[src/hw/rtl/btpl_pkg.sv]
// Shared constants, codes and controller/datapath handshake types for the trie lookup unit.
`default_nettype none

package btpl_pkg;

  // Default node pool size, a top-level parameter
  localparam int unsigned NODE_COUNT = 65536;

  // Fixed by the request and response field widths
  localparam int unsigned KEY_BITS   = 32;
  localparam int unsigned PORT_COUNT = 4;
  localparam int unsigned HOP_W      = 32;
  localparam int unsigned PORT_W     = 2;
  localparam int unsigned LVL_W      = $clog2(KEY_BITS + 1);

  typedef enum logic {
    REQ_INSERT = 1'b0,
    REQ_LOOKUP = 1'b1
  } req_type_e;

  typedef enum logic [1:0] {
    RSP_INSERTED  = 2'd0,
    RSP_FOUND     = 2'd1,
    RSP_NO_ROUTE  = 2'd2,
    RSP_POOL_FULL = 2'd3
  } status_e;

  typedef enum logic [2:0] {
    S_INIT,
    S_IDLE,
    S_WALK,
    S_ALLOC,
    S_ROUTE,
    S_DONE
  } state_e;

  // Controller -> datapath
  typedef struct packed {
    logic init_root;    // write the empty root entry
    logic accept;       // latch the request, read the root
    logic step;         // descend to the existing child, read it
    logic observe;      // lookup: keep the route of the node just read
    logic link;         // write the parent's child pointer to the next free node
    logic alloc;        // initialize the next free node and descend into it
    logic write_route;  // store hop and port at the current node
    logic set_full;     // mark the insert as failed on an empty pool
    logic finish;       // load the response register
  } cmd_t;

  // Datapath -> controller
  typedef struct packed {
    logic is_lookup;
    logic at_end;       // walk limit reached (depth for lookup, mask end for insert)
    logic child_null;   // chosen child pointer is null
    logic pool_full;    // no node left to allocate now
    logic chain_cont;   // insert goes on past the node being allocated
    logic chain_ok;     // a further node is still available
    logic out_free;     // response register can take a new result
  } stat_t;

endpackage

`default_nettype wire

[src/hw/rtl/btpl_ctrl.sv]
// Controller state machine sequencing the trie walk, allocation and route write.
`default_nettype none

module btpl_ctrl (
  input  wire logic            clk_i,
  input  wire logic            rst_ni,
  input  wire logic            in_valid_i,
  output logic                 in_ready_o,
  input  wire btpl_pkg::stat_t stat_i,
  output btpl_pkg::cmd_t       cmd_o
);

  btpl_pkg::state_e state_q, state_d;

  // State register
  always_ff @(posedge clk_i or negedge rst_ni) begin
    if (!rst_ni) begin
      state_q <= btpl_pkg::S_INIT;
    end else begin
      state_q <= state_d;
    end
  end

  // Next state and commands
  always_comb begin
    state_d    = state_q;
    cmd_o      = '0;
    in_ready_o = 1'b0;
    case (state_q)
      btpl_pkg::S_INIT: begin
        cmd_o.init_root = 1'b1;
        state_d         = btpl_pkg::S_IDLE;
      end
      btpl_pkg::S_IDLE: begin
        in_ready_o = 1'b1;
        if (in_valid_i) begin
          cmd_o.accept = 1'b1;
          state_d      = btpl_pkg::S_WALK;
        end
      end
      btpl_pkg::S_WALK: begin
        if (stat_i.is_lookup) begin
          cmd_o.observe = 1'b1;
          if (stat_i.at_end || stat_i.child_null) begin
            state_d = btpl_pkg::S_DONE;
          end else begin
            cmd_o.step = 1'b1;
          end
        end else if (stat_i.at_end) begin
          state_d = btpl_pkg::S_ROUTE;
        end else if (!stat_i.child_null) begin
          cmd_o.step = 1'b1;
        end else if (stat_i.pool_full) begin
          cmd_o.set_full = 1'b1;
          state_d        = btpl_pkg::S_DONE;
        end else begin
          cmd_o.link = 1'b1;
          state_d    = btpl_pkg::S_ALLOC;
        end
      end
      btpl_pkg::S_ALLOC: begin
        // every node below a fresh node is fresh too: one node per cycle
        cmd_o.alloc = 1'b1;
        if (!stat_i.chain_cont) begin
          state_d = btpl_pkg::S_ROUTE;
        end else if (!stat_i.chain_ok) begin
          cmd_o.set_full = 1'b1;
          state_d        = btpl_pkg::S_DONE;
        end
      end
      btpl_pkg::S_ROUTE: begin
        cmd_o.write_route = 1'b1;
        state_d           = btpl_pkg::S_DONE;
      end
      btpl_pkg::S_DONE: begin
        if (stat_i.out_free) begin
          cmd_o.finish = 1'b1;
          state_d      = btpl_pkg::S_IDLE;
        end
      end
      default: begin
        state_d = btpl_pkg::S_IDLE;
      end
    endcase
  end

endmodule

`default_nettype wire

[config.mk]
export PLATFORM = sky130hd
export DESIGN_NAME = btpl_ctrl
export DESIGN_NICKNAME = d
export VERILOG_FILES = /design/src/hw/rtl/btpl_pkg.sv /design/src/hw/rtl/btpl_ctrl.sv
export SDC_FILE = /design/constraint.sdc
export NUM_CORES = 1
export LEC_CHECK = 0
export BUFFER_PORTS_ARGS = -buffer_cell sky130_fd_sc_hd__buf_2
export CAP_MARGIN = 20
export CORE_AREA = 4 4 41 43
export DETAILED_ROUTE_END_ITERATION = 16
export DIE_AREA = 0 0 45 47
export GPL_TIMING_DRIVEN = 0
export HOLD_SLACK_MARGIN = 0.05
export PLACE_DENSITY_LB_ADDON = 0.08
export SLEW_MARGIN = 20
export SYNTH_ARGS = -nofsm -noshare
export SYNTH_HDL_FRONTEND = slang
export SYNTH_SLANG_ARGS = --single-unit
[constraint.sdc]
create_clock -name clk_i -period 2.1 [get_ports clk_i]
set_clock_uncertainty 0.2 [all_clocks]
set_input_delay 0.105 -clock clk_i [delete_from_list [all_inputs] [get_ports clk_i]]
set_output_delay 0.105 -clock clk_i [all_outputs]
set_load 0.005 [all_outputs]
---- Word-level counts from Yosys, hierarchy flattened ----
Index checks and enable logic that the tools add are counted.
W data, S select, Z words.
storage, ports and cells
  flip-flop bits (word level) ............. 3
  input port bits ......................... 10
  output and inout bits ................... 10
  word-level logic and storage cells ...... 49
cells by class
  equality and inequality tests ........... 10
  mux-type cells .......................... 35
  reductions and logical operators ........ 3
operator list
  operator              count
  $mux W3               10
  $mux W1               23
  $pmux W3 S5           1
  $eq A3 B2 Y1 const B  2
  $eq A3 B3 Y1 const B  2
  $ne A3 B3 Y1 const B  2
  $reduce_and A5 Y1     1
  $ne A2 B2 Y1 const B  2
  $ne A4 B4 Y1 const B  1
  $eq A3 B1 Y1 const B  1
  $logic_not A3 Y1      1
  $pmux W1 S2           1
  $logic_or A1 B1 Y1    1

---- Longest topological paths before layout ----
Gate-level depths: netlist of the first run.
  depth in word-level cells ............... 5
  mapped depth ............................ 4

---- Least setup slack after synthesis of the first run ----
Ideal clock, no wire load.
  path type ............................... reg2reg
  from .................................... reg state_q[0]
  to ...................................... reg state_q[1]
  arrival time ............................ 1,453 ps
  slack ................................... 322 ps
  stages on the path, launching flop included .. 5
  clock period less this slack ............ 1,778 ps
  cell sequence ........................... dfrtp_1 > or4b_4 > a21oi_2 > a31oi_1 > mux2_4
on the way
  longest elaborated chain between the ends .. 3
  elaborated cells on any way between the ends .. 12
  classes of those cells .................. eq/ne (10); mux (1); reduce/logical (1)
RTL lines
  item                                                   RTL line         text
  start, declared                                        btpl_ctrl.sv:13  btpl_pkg::state_e state_q, state_d;
  start signal, assigned                                 btpl_ctrl.sv:18  state_q <= btpl_pkg::S_INIT;
  start signal, assigned                                 btpl_ctrl.sv:20  state_q <= state_d;
  $eq A3 B2 Y1 (tied with other cells)                   btpl_ctrl.sv:29  case (state_q)
  $ne A4 B4 Y1 (no source line) (tied with other cells)  --
  $reduce_and A5 Y1 (no source line)                     --
Parallel ways exist; a longest one is shown, timed or not.
A chain may end at the register's enable or synchronous reset.

==> metrics.md, run 1 <==
| Metric | Value |
|---|---|
| Status | complete, no violations |
| Tmin final | 1.891 ns |
| Pin count of the biggest net entering global routing | 11 |
| CP required | 1.79 ns |
| First-pass GRT wire length | 1.449 mm |
| PostCTS Resize Cnt | 0 |
| Commonest cells after routing, fill and taps aside | buf_2 (19), clkbuf_1 (4), dlygate4sd3_1 (4) |
| Starting utilization of the core area | 23.56% |
| Setup Buffers After CTS | 0 |
| Slowest cell on crit path | dfrtp_1 |
| Worst Path Buf+Inv | 2 |
| Max reg flops | 3 |
| HPWL after DPL | 709.4 um |
| Most common cell after layout, fill and taps aside | buf_2 |
| VDD IR max | 0.4660 mV |
| Worst Setup End Kind | output pin |
| ANT cells | 0 |
| Via count | 379 |
| Yosys reg bits | 3 |
| Least-Margin Pin Slew | 0.4547 ns |
| CTS tree | built |
| Drt pass-1 iters | 1 |
| Synth top area share | 24.49% |
| Post-route DRC | 0 |
| Starting DRT DRC Count | 0 |
| Core area | 0.001301 mm2 |
| CP Class | flop to output pin |
| Synthesized area per cell | 7.860 um2 |
| Total CTS buffers | 3 |
| Hold crit path type | primary input to flop |
| Final Hold Fails | 0 |
| Avg WL per Cell | 10.83 um |
| Via density per instance | 4.679 |
| CTS sink count | 3 |
| DIE AREA | 0.002115 mm2 |
| Port Buffer Count | 19 |
| Antenna violations before repair | 0 |
| Worst path max stage delay | 0.43 ns |
| Die Y | 47 um |
| Reg clk slew, reported paths | 0.03 ns |
| Area leader, netlist | dfrtp_1 |
| Max clock buf depth | 2 |
| DP Area | 420.4 um2 |
| Nets | 77 |
| Leakage power | 0.0002362 uW |
| Mapped Cells | 39 |
| Area Growth Syn to Fin | 58.78% |
| Seq/Total Area, Yosys | 24.49% |
| Crit-path max FO | 10 |
| Final WL | 877 um |
| Post-Synthesis Cell Area | 306.5 um2 |
| Distinct cells, synth | 25 |
| FILL cells | 158 |
| Post-DRT Antenna Nets | 0 |
| Main synth FF type | dfrtp_1 |
| Fmax achieved | 0.5287 GHz |
| Root buffer cell | clkbuf_4 |
| RSZ-0062 raised after global routing | false |
| H-tree level count | 1 |
| Top post-synthesis cells by area | dfrtp_1 (24%), nand2b_1 (6.1%), nor3_1 (4.9%) |
| Worst path arrival time | 1.59 ns |
| Site Rows | 13 |
| Grt ovf | 0 |
| Top Registers | state_q x3 |
| Tot GR Track Use | 9.407% |
| P per Cell Area | 1127 mW/mm2 |
| Max Cap Violations | 0 |
| Setup TNS | 0 ns |
| Post-CTS Hold Fix Bufs | 4 |
| Syn Nets | 49 |
| Crit path max-delay family | simple AND/OR/NAND/NOR gates |
| Setup violators final | 0 |
| Final Max Slew Viols | 0 |
| Vias in the first global route | 358 |
| Fraction of layout cells with a size suffix above 1 | 37.88% |
| Placer Congestion | 0.7531 |
| Die Width | 45 um |
| Final period util | 90.07% |
| Most flop-heavy register | state_q |
| Cells along the critical path | clkbuf_1, nor3_1, nor4bb_1, buf_2 |
| Async set-reset flop share out of synthesis | 100.0% |
| Warnings from Yosys | 0 |
| Worst skew pair latency | 0.23 ns |
| Post-route cell area | 486.7 um2 |
| Post-synth EDFFs | 0 |
| Slew margin rel. | 69.69% |
| I/O pin count | 20 |
| Worst setup SP type | flop |
## per-layer routing
metal | vias up | part of all wire, % | track usage (%)
met4 | 0 | 0 | 7.018
met2 | 9 | 47 | 15.25
met5 | - | 0 | 0
li1 | 199 | - | -
met3 | 0 | 6.7 | 1.533
met1 | 171 | 46 | 11.16
## worst min-delay path: cells and delay by family
family	cells	cell delay [ns]
buffers and inverters	1	0.10
AO/OA/AOI/OAI	2	0.25
## cells in the mapped netlist, types with 2 or more instances
| cell type | instances |
|---|---|
| nand2b_1 | 3 |
| clkbuf_1 | 3 |
| nor2_1 | 3 |
| a31oi_1 | 2 |
| nand2_1 | 3 |
| a21oi_1 | 2 |
| nor3_1 | 3 |
| dfrtp_1 | 3 |
## per-stage QoR
stage	setup WS [ns]	hold slack (ns)	util [%]	instances	power (uW)
6_report	0.2085	0.06736	37.40	81	548.5
5_1_grt	0.08076	0.07343	37.40	81	611.9
4_1_cts	0.1679	0.05651	37.40	81	561.1
3_5_place_dp	0.2166	-0.2992	32.31	73	448.8
3_3_place_gp	0.2021	-0.2976	32.31	73	455.8
2_1_floorplan	0.3216	-0.3906	-	39	342.9
## worst paths after layout
path	startpoint	end	slack (ns)	cells after the start
setup / recovery	state_q[0]	cmd_o[4]	0.21	4
hold / removal	stat_i[2]	state_q[2]	0.07	3
setup reg to reg	state_q[0]	state_q[1]	0.21	4
hold reg to reg	state_q[0]	state_q[0]	0.55	2
max in group asynchronous	rst_ni	state_q[0]	1.01	3
min in group asynchronous	rst_ni	state_q[1]	0.55	3
## power breakdown
| group | internal, uW | leakage (uW) | switching [uW] |
|---|---|---|---|
| sequential | 85.5 | 0.0000363 | 24.6 |
| combinational | 168 | 0.000185 | 171 |
| clock | 71.1 | 0.0000150 | 27.8 |
| total | 325 | 0.000236 | 224 |
## area by class of cell
type / instances / area (um2) / share of cell area, %
clock buffer: 4 / 26.28 / 5.398
inverter: 1 / 3.754 / 0.7712
sequential: 3 / 75.07 / 15.42
timing repair buffer: 23 / 135.1 / 27.76
multi-input combinational: 32 / 216.5 / 44.47
buffer: 3 / 11.26 / 2.314
tap: 15 / 18.77 / 3.856
## cell families after synthesis
logic type / after synthesis / share of synthesized area, %
multiplexers: 1 / 4.897
flip-flops: 3 / 24.49
AO/OA/AOI/OAI: 10 / 22.86
AND/OR/NAND/NOR: 21 / 42.86
buffers and inverters: 4 / 4.897
Power figures use the tool's default switching activity.
==> inputs of run 2 (changes only) <==
- BUFFER_PORTS_ARGS: -buffer_cell sky130_fd_sc_hd__buf_2 -> -buffer_cell sky130_fd_sc_hd__buf_4
==> run 2 against run 1 <==
Non-clock buffer count increased by 2. Clock-buffer cell count unchanged. Total power increased by 6.3%. Critical endpoint is now state_q[1].
==> metrics.md, run 2 (synthesis gave the netlist of run 1 again) <==
| Metric | Value |
|---|---|
| Status | complete, no violations |
| Post-DRT Antenna Nets | 0 (unchanged) |
| H-tree level count | 1 (unchanged) |
| Final Hold Fails | 0 (unchanged) |
| Crit-path max FO | 4 (-6) |
| Final WL | 888 um (+1.3%) |
| RSZ-0062 raised after global routing | false |
| Setup Buffers After CTS | 0 (unchanged) |
| Placer Congestion | 0.7442 (-1.2%) |
| Most common cell after layout, fill and taps aside | buf_4 |
| CTS tree | built |
| DIE AREA | 0.002115 mm2 (unchanged) |
| Fmax achieved | 0.5200 GHz (-1.6%) |
| Final period util | 91.57% (+1.5 points) |
| Total CTS buffers | 3 (unchanged) |
| DP Area | 467.9 um2 (+11%) |
| Tot GR Track Use | 9.407% (unchanged) |
| Die Y | 47 um (unchanged) |
| CP required | 2.01 ns (+0.22 ns) |
| Area Growth Syn to Fin | 80.82% |
| ANT cells | 0 (unchanged) |
| Worst path arrival time | 1.83 ns (+0.24 ns) |
| Hold WS | 0.04183 ns (-0.02553 ns) |
| Site Rows | 13 (unchanged) |
| Pin count of the biggest net entering global routing | 11 (unchanged) |
| Worst Path Buf+Inv | 2 (unchanged) |
| Most flop-heavy register | state_q |
| Leakage power | 0.0002531 uW (+7.2%) |
| Crit path max-delay family | buffers and inverters |
| Via count | 397 (+4.7%) |
| Cells along the critical path | dlygate4sd3_1, buf_4, or4b_4, a21oi_2, a31oi_1, mux2_4 |
| Antenna violations before repair | 0 (unchanged) |
| Root buffer cell | clkbuf_4 |
| Post-route DRC | 0 (unchanged) |
| Worst path max stage delay | 0.54 ns (+0.11 ns) |
| Worst skew pair latency | 0.23 ns (about the same) |
| R2R setup slack | 0.22 ns (about the same) |
| Starting DRT DRC Count | 3 (+3) |
| Post-route cell area | 554.3 um2 (+14%) |
| Reg clk slew, reported paths | 0.04 ns (about the same) |
| Die Width | 45 um (unchanged) |
| Worst setup SP type | primary input |
| Least-Margin Pin Slew | 0.4402 ns (-0.01443 ns) |
| Setup violators final | 0 (unchanged) |
| Tot Pwr | 583.1 uW (+6.3%) |
| Nets | 79 (+2.6%) |
| Core area | 0.001301 mm2 (unchanged) |
| Via density per instance | 4.783 (+2.2%) |
| Drt pass-1 iters | 4 (+3) |
| Slowest cell on crit path | dlygate4sd3_1 |
| Max Cap Violations | 0 (unchanged) |
| VDD IR max | 0.5148 mV (+10%) |
| Commonest cells after routing, fill and taps aside | buf_4 (19), dlygate4sd3_1 (6), clkbuf_1 (4) |
| Vias in the first global route | 366 (+2.2%) |
| Max clock buf depth | 2 (unchanged) |
| First-pass GRT wire length | 1.469 mm (+1.4%) |
| Final Max Slew Viols | 0 (unchanged) |
| CTS sink count | 3 (unchanged) |
| Setup TNS | 0 ns (unchanged) |
| P per Cell Area | 1052 mW/mm2 (-6.6%) |
| Avg WL per Cell | 10.70 um (-1.2%) |
| I/O pin count | 20 (unchanged) |
| Total placed cells including tap cells | 73 (unchanged) |
| Max reg flops | 3 (unchanged) |
| Top Registers | state_q x3 |
| Fraction of layout cells with a size suffix above 1 | 36.76% (-1.1 points) |
| Slew margin rel. | 70.65% (+0.96 points) |
| HPWL after DPL | 692.7 um (-2.4%) |
| CP Class | primary input to flop |
| Starting utilization of the core area | 23.56% (unchanged) |
| Final instance count without filler cells | 83 (+2.5%) |
| Hold crit path type | primary input to flop |
| Port Buffer Count | 19 (unchanged) |
| Tmin final | 1.923 ns (+0.03154 ns) |
| PostCTS Resize Cnt | 0 (unchanged) |
| Worst Setup End Kind | flop |
| Grt ovf | 0 (unchanged) |
run 2: repair_timing:
| item | 4_1_cts | 5_1_grt |
|---|---|---|
| hold buffers | 7 | 0 |
| endpoints found under the setup margin | 0 | 1 |
| endpoints found under the hold margin | 5 | 0 |
run 2: worst min-delay path, delay by kind of cell:
kind,cells,cell delay [ns]
buffers and inverters,1,0.10
and+or+nand+nor,1,0.12
AOI/OAI and AO/OA,1,0.10
run 2: metal layers:
metal	GRT usage (%)	part of all wire (%)
met1	11.39	48
met2	15.25	47
met3	2.299	4.8
met4	5.263	0
met5	0	0
run 2: worst paths after layout:
check	end	cells after the start	startpoint
worst max-delay path	state_q[1]	6	stat_i[5]
worst min-delay path	state_q[0]	3	stat_i[4]
worst max register to register	state_q[1]	4	state_q[0]
worst min register to register	state_q[0]	2	state_q[1]
max in group asynchronous	state_q[0]	3	rst_ni
min in group asynchronous	state_q[1]	3	rst_ni
run 2: cell type report:
cell class                      count  area [um2]
Buffer                              3       11.26
Clock buffer                        4       26.28
Fill cell                         150       747.0
Inverter                            1       3.754
Multi-Input combinational cell     32       216.5
Sequential cell                     3       75.07
Tap cell                           15       18.77
Timing Repair Buffer               25       202.7
run 2: metrics by stage:
stage / setup WS (ns) / util, %
after detailed placement: 0.2264 / 35.96
final: 0.1770 / 42.60
after floorplan: 0.3216 / -
after global placement: 0.2096 / 35.96
after CTS: 0.01388 / 43.37
after global routing: 0.02534 / 42.60
run 2: where the power goes:
| group | switching [uW] | internal, uW |
|---|---|---|
| logic | 173 | 201 |
| clock network | 27.6 | 71.1 |
| registers | 25.5 | 85.5 |
==> inputs of run 3 (changes only) <==
- RECOVER_POWER: not set -> 100
- clock period: 2.1 -> 2.2 ns (I/O delays scaled with it)
==> run 3 against run 2 <==
Total power decreased by 5.3%. Die area unchanged. First-iteration DRC count increased by 67%. Final area increased by 0.45%. Critical endpoint is now state_q[0]. Worst setup slack got worse by 0.053 ns. Final cell count increased by 1.2%. Combinational power decreased by 5.6%. Non-clock buffer count increased by 1.
==> metrics.md, run 3 (synthesis gave the netlist of run 1 again) <==
| Metric | Value |
|---|---|
| Status | complete, no violations |
| Die Y | 47 um (unchanged) |
| Least-Margin Pin Slew | 0.4041 ns (-0.03616 ns) |
| H-tree level count | 1 (unchanged) |
| Worst skew pair latency | 0.23 ns (about the same) |
| CP required | 2.11 ns (+0.10 ns) |
| Most flop-heavy register | state_q |
| HPWL after DPL | 692.7 um (unchanged) |
| CTS sink count | 3 (unchanged) |
| Max clock buf depth | 2 (unchanged) |
| Post-CTS Hold Fix Bufs | 7 (unchanged) |
| Area Growth Syn to Fin | 81.63% |
| Top Registers | state_q x3 |
| FILL cells | 153 (+2.0%) |
| Setup Buffers After CTS | 0 (unchanged) |
| DIE AREA | 0.002115 mm2 (unchanged) |
| Reg2reg path depth | 3 (-1) |
| Min-delay src | stat_i[3] |
| Worst setup SP type | primary input |
| Core area | 0.001301 mm2 (unchanged) |
| P per Cell Area | 991.5 mW/mm2 (-5.8%) |
| Worst setup startpoint | stat_i[5] |
| Hold crit path type | primary input to flop |
| Final instance count without filler cells | 84 (+1.2%) |
| Worst flop-to-flop path startpoint | state_q[0] |
| Crit-path most repeated cell | dlygate4sd3_1 |
| Final Hold Fails | 0 (unchanged) |
| Root buffer cell | clkbuf_4 |
| Vias in the first global route | 366 (unchanged) |
| Drt pass-1 iters | 4 (unchanged) |
| Avg WL per Cell | 10.69 um (about the same) |
| Post-route DRC | 0 (unchanged) |
| Starting DRT DRC Count | 5 (+2) |
| Setup TNS | 0 ns (unchanged) |
| Nets | 80 (+1.3%) |
| Crit path max-delay family | buffers and inverters |
| Max reg flops | 3 (unchanged) |
| RSZ-0062 raised after global routing | false |
| Slowest cell on crit path | dlygate4sd3_1 |
| First-pass GRT wire length | 1.469 mm (unchanged) |
| Final Max Slew Viols | 0 (unchanged) |
| Tmin final | 2.076 ns |
| Pin count of the biggest net entering global routing | 11 (unchanged) |
| Worst Setup End Kind | flop |
| Die Width | 45 um (unchanged) |
| Fmax achieved | 0.4817 GHz |
| Starting utilization of the core area | 23.56% (unchanged) |
| Cells along the critical path | dlygate4sd3_1, clkbuf_1, or4b_4, dlygate4sd3_1, a21o_1 |
| Placer Congestion | 0.7442 (unchanged) |
| Antenna violations before repair | 0 (unchanged) |
| PostCTS Resize Cnt | 0 (unchanged) |
| CTS tree | built |
| Via count | 404 (+1.8%) |
| Fraction of layout cells with a size suffix above 1 | 33.33% (-3.4 points) |
| Site Rows | 13 (unchanged) |
| Total CTS buffers | 3 (unchanged) |
| Leakage power | 0.0002483 uW (-1.9%) |
| Max Cap Violations | 0 (unchanged) |
| R2R setup slack | 0.16 ns (-0.06 ns) |
| Port Buffer Count | 19 (unchanged) |
| Post-DRT Antenna Nets | 0 (unchanged) |
| Via density per instance | 4.810 (+0.55%) |
| VDD IR max | 0.4712 mV (-8.5%) |
| Critical path depth in cells | 5 (-1) |
| Crit-path max FO | 4 (unchanged) |
| I/O pin count | 20 (unchanged) |
| Worst path max stage delay | 0.57 ns (+0.03 ns) |
| Worst path arrival time | 1.99 ns (+0.16 ns) |
| Worst Path Buf+Inv | 3 (+1) |
| ANT cells | 0 (unchanged) |
| Most common cell after layout, fill and taps aside | buf_4 |
| Setup violators final | 0 (unchanged) |
| CP Class | primary input to flop |
| Final WL | 898 um (+1.1%) |
| Post-route cell area | 556.8 um2 (+0.45%) |
| DP Area | 467.9 um2 (unchanged) |
| Final period util | 94.37% |
| Tot GR Track Use | 9.407% (unchanged) |
| Grt ovf | 0 (unchanged) |
| Reg2reg end | state_q[0] |
| Critical Path Sink | state_q[0] |
| Slew margin rel. | 73.06% (+2.4 points) |
| Commonest cells after routing, fill and taps aside | buf_4 (14), clkbuf_4 (7), dlygate4sd3_1 (7), clkbuf_1 (5) |
| Reg clk slew, reported paths | 0.03 ns (about the same) |
| Total placed cells including tap cells | 73 (unchanged) |
[run 3: worst min path at each step]
stage | slack [ns] | cells past startpoint | to
after CTS | 0.09 | 4 | state_q[2]
after global placement | -0.30 | 1 | state_q[0]
after floorplan | -0.39 | 0 | state_q[0]
after global routing | 0.13 | 4 | state_q[2]
after detailed placement | -0.30 | 1 | state_q[0]
final | 0.11 | 4 | state_q[2]
[run 3: final cells by class]
cell class | instances | area, um2 | share of cell area (%)
Multi-Input combinational cell | 32 | 212.7 | 38.20
Timing Repair Buffer | 26 | 209.0 | 37.53
Sequential cell | 3 | 75.07 | 13.48
Clock buffer | 4 | 26.28 | 4.719
Tap cell | 15 | 18.77 | 3.371
Buffer | 3 | 11.26 | 2.022
Inverter | 1 | 3.754 | 0.6742
[run 3: worst register-to-register path: stages (launching register included)]
cell and delay [ns]:
dfrtp_1 0.43, or4b_4 0.56, dlygate4sd3_1 0.57, a21o_1 0.16
[run 3: layer usage]
layer | share of wire [%] | wire (um) | track usage, %
met1 | 47 | 423 | 11.39
met2 | 47 | 423 | 15.25
met5 | 0 | 0 | 0
met3 | 5.7 | 51 | 2.299
met4 | 0 | 0 | 5.263
[run 3: through the flow]
step | hold WS (ns) | total power, uW | utilization, % | setup WS (ns)
floorplan | -0.3856 | 327.3 | - | 0.4216
global placement | -0.2994 | 466.7 | 35.96 | 0.3096
detailed placement | -0.2995 | 460.1 | 35.96 | 0.3264
CTS | 0.09297 | 572.7 | 43.37 | 0.1089
global route | 0.1253 | 613.9 | 42.79 | 0.06596
finish | 0.1096 | 552.1 | 42.79 | 0.1239
[run 3: where the power goes]
group	internal (uW)	leakage [uW]	switching (uW)
registers	81.6	0.0000363	24.4
clock network	67.8	0.0000150	26.3
logic	189	0.000197	163
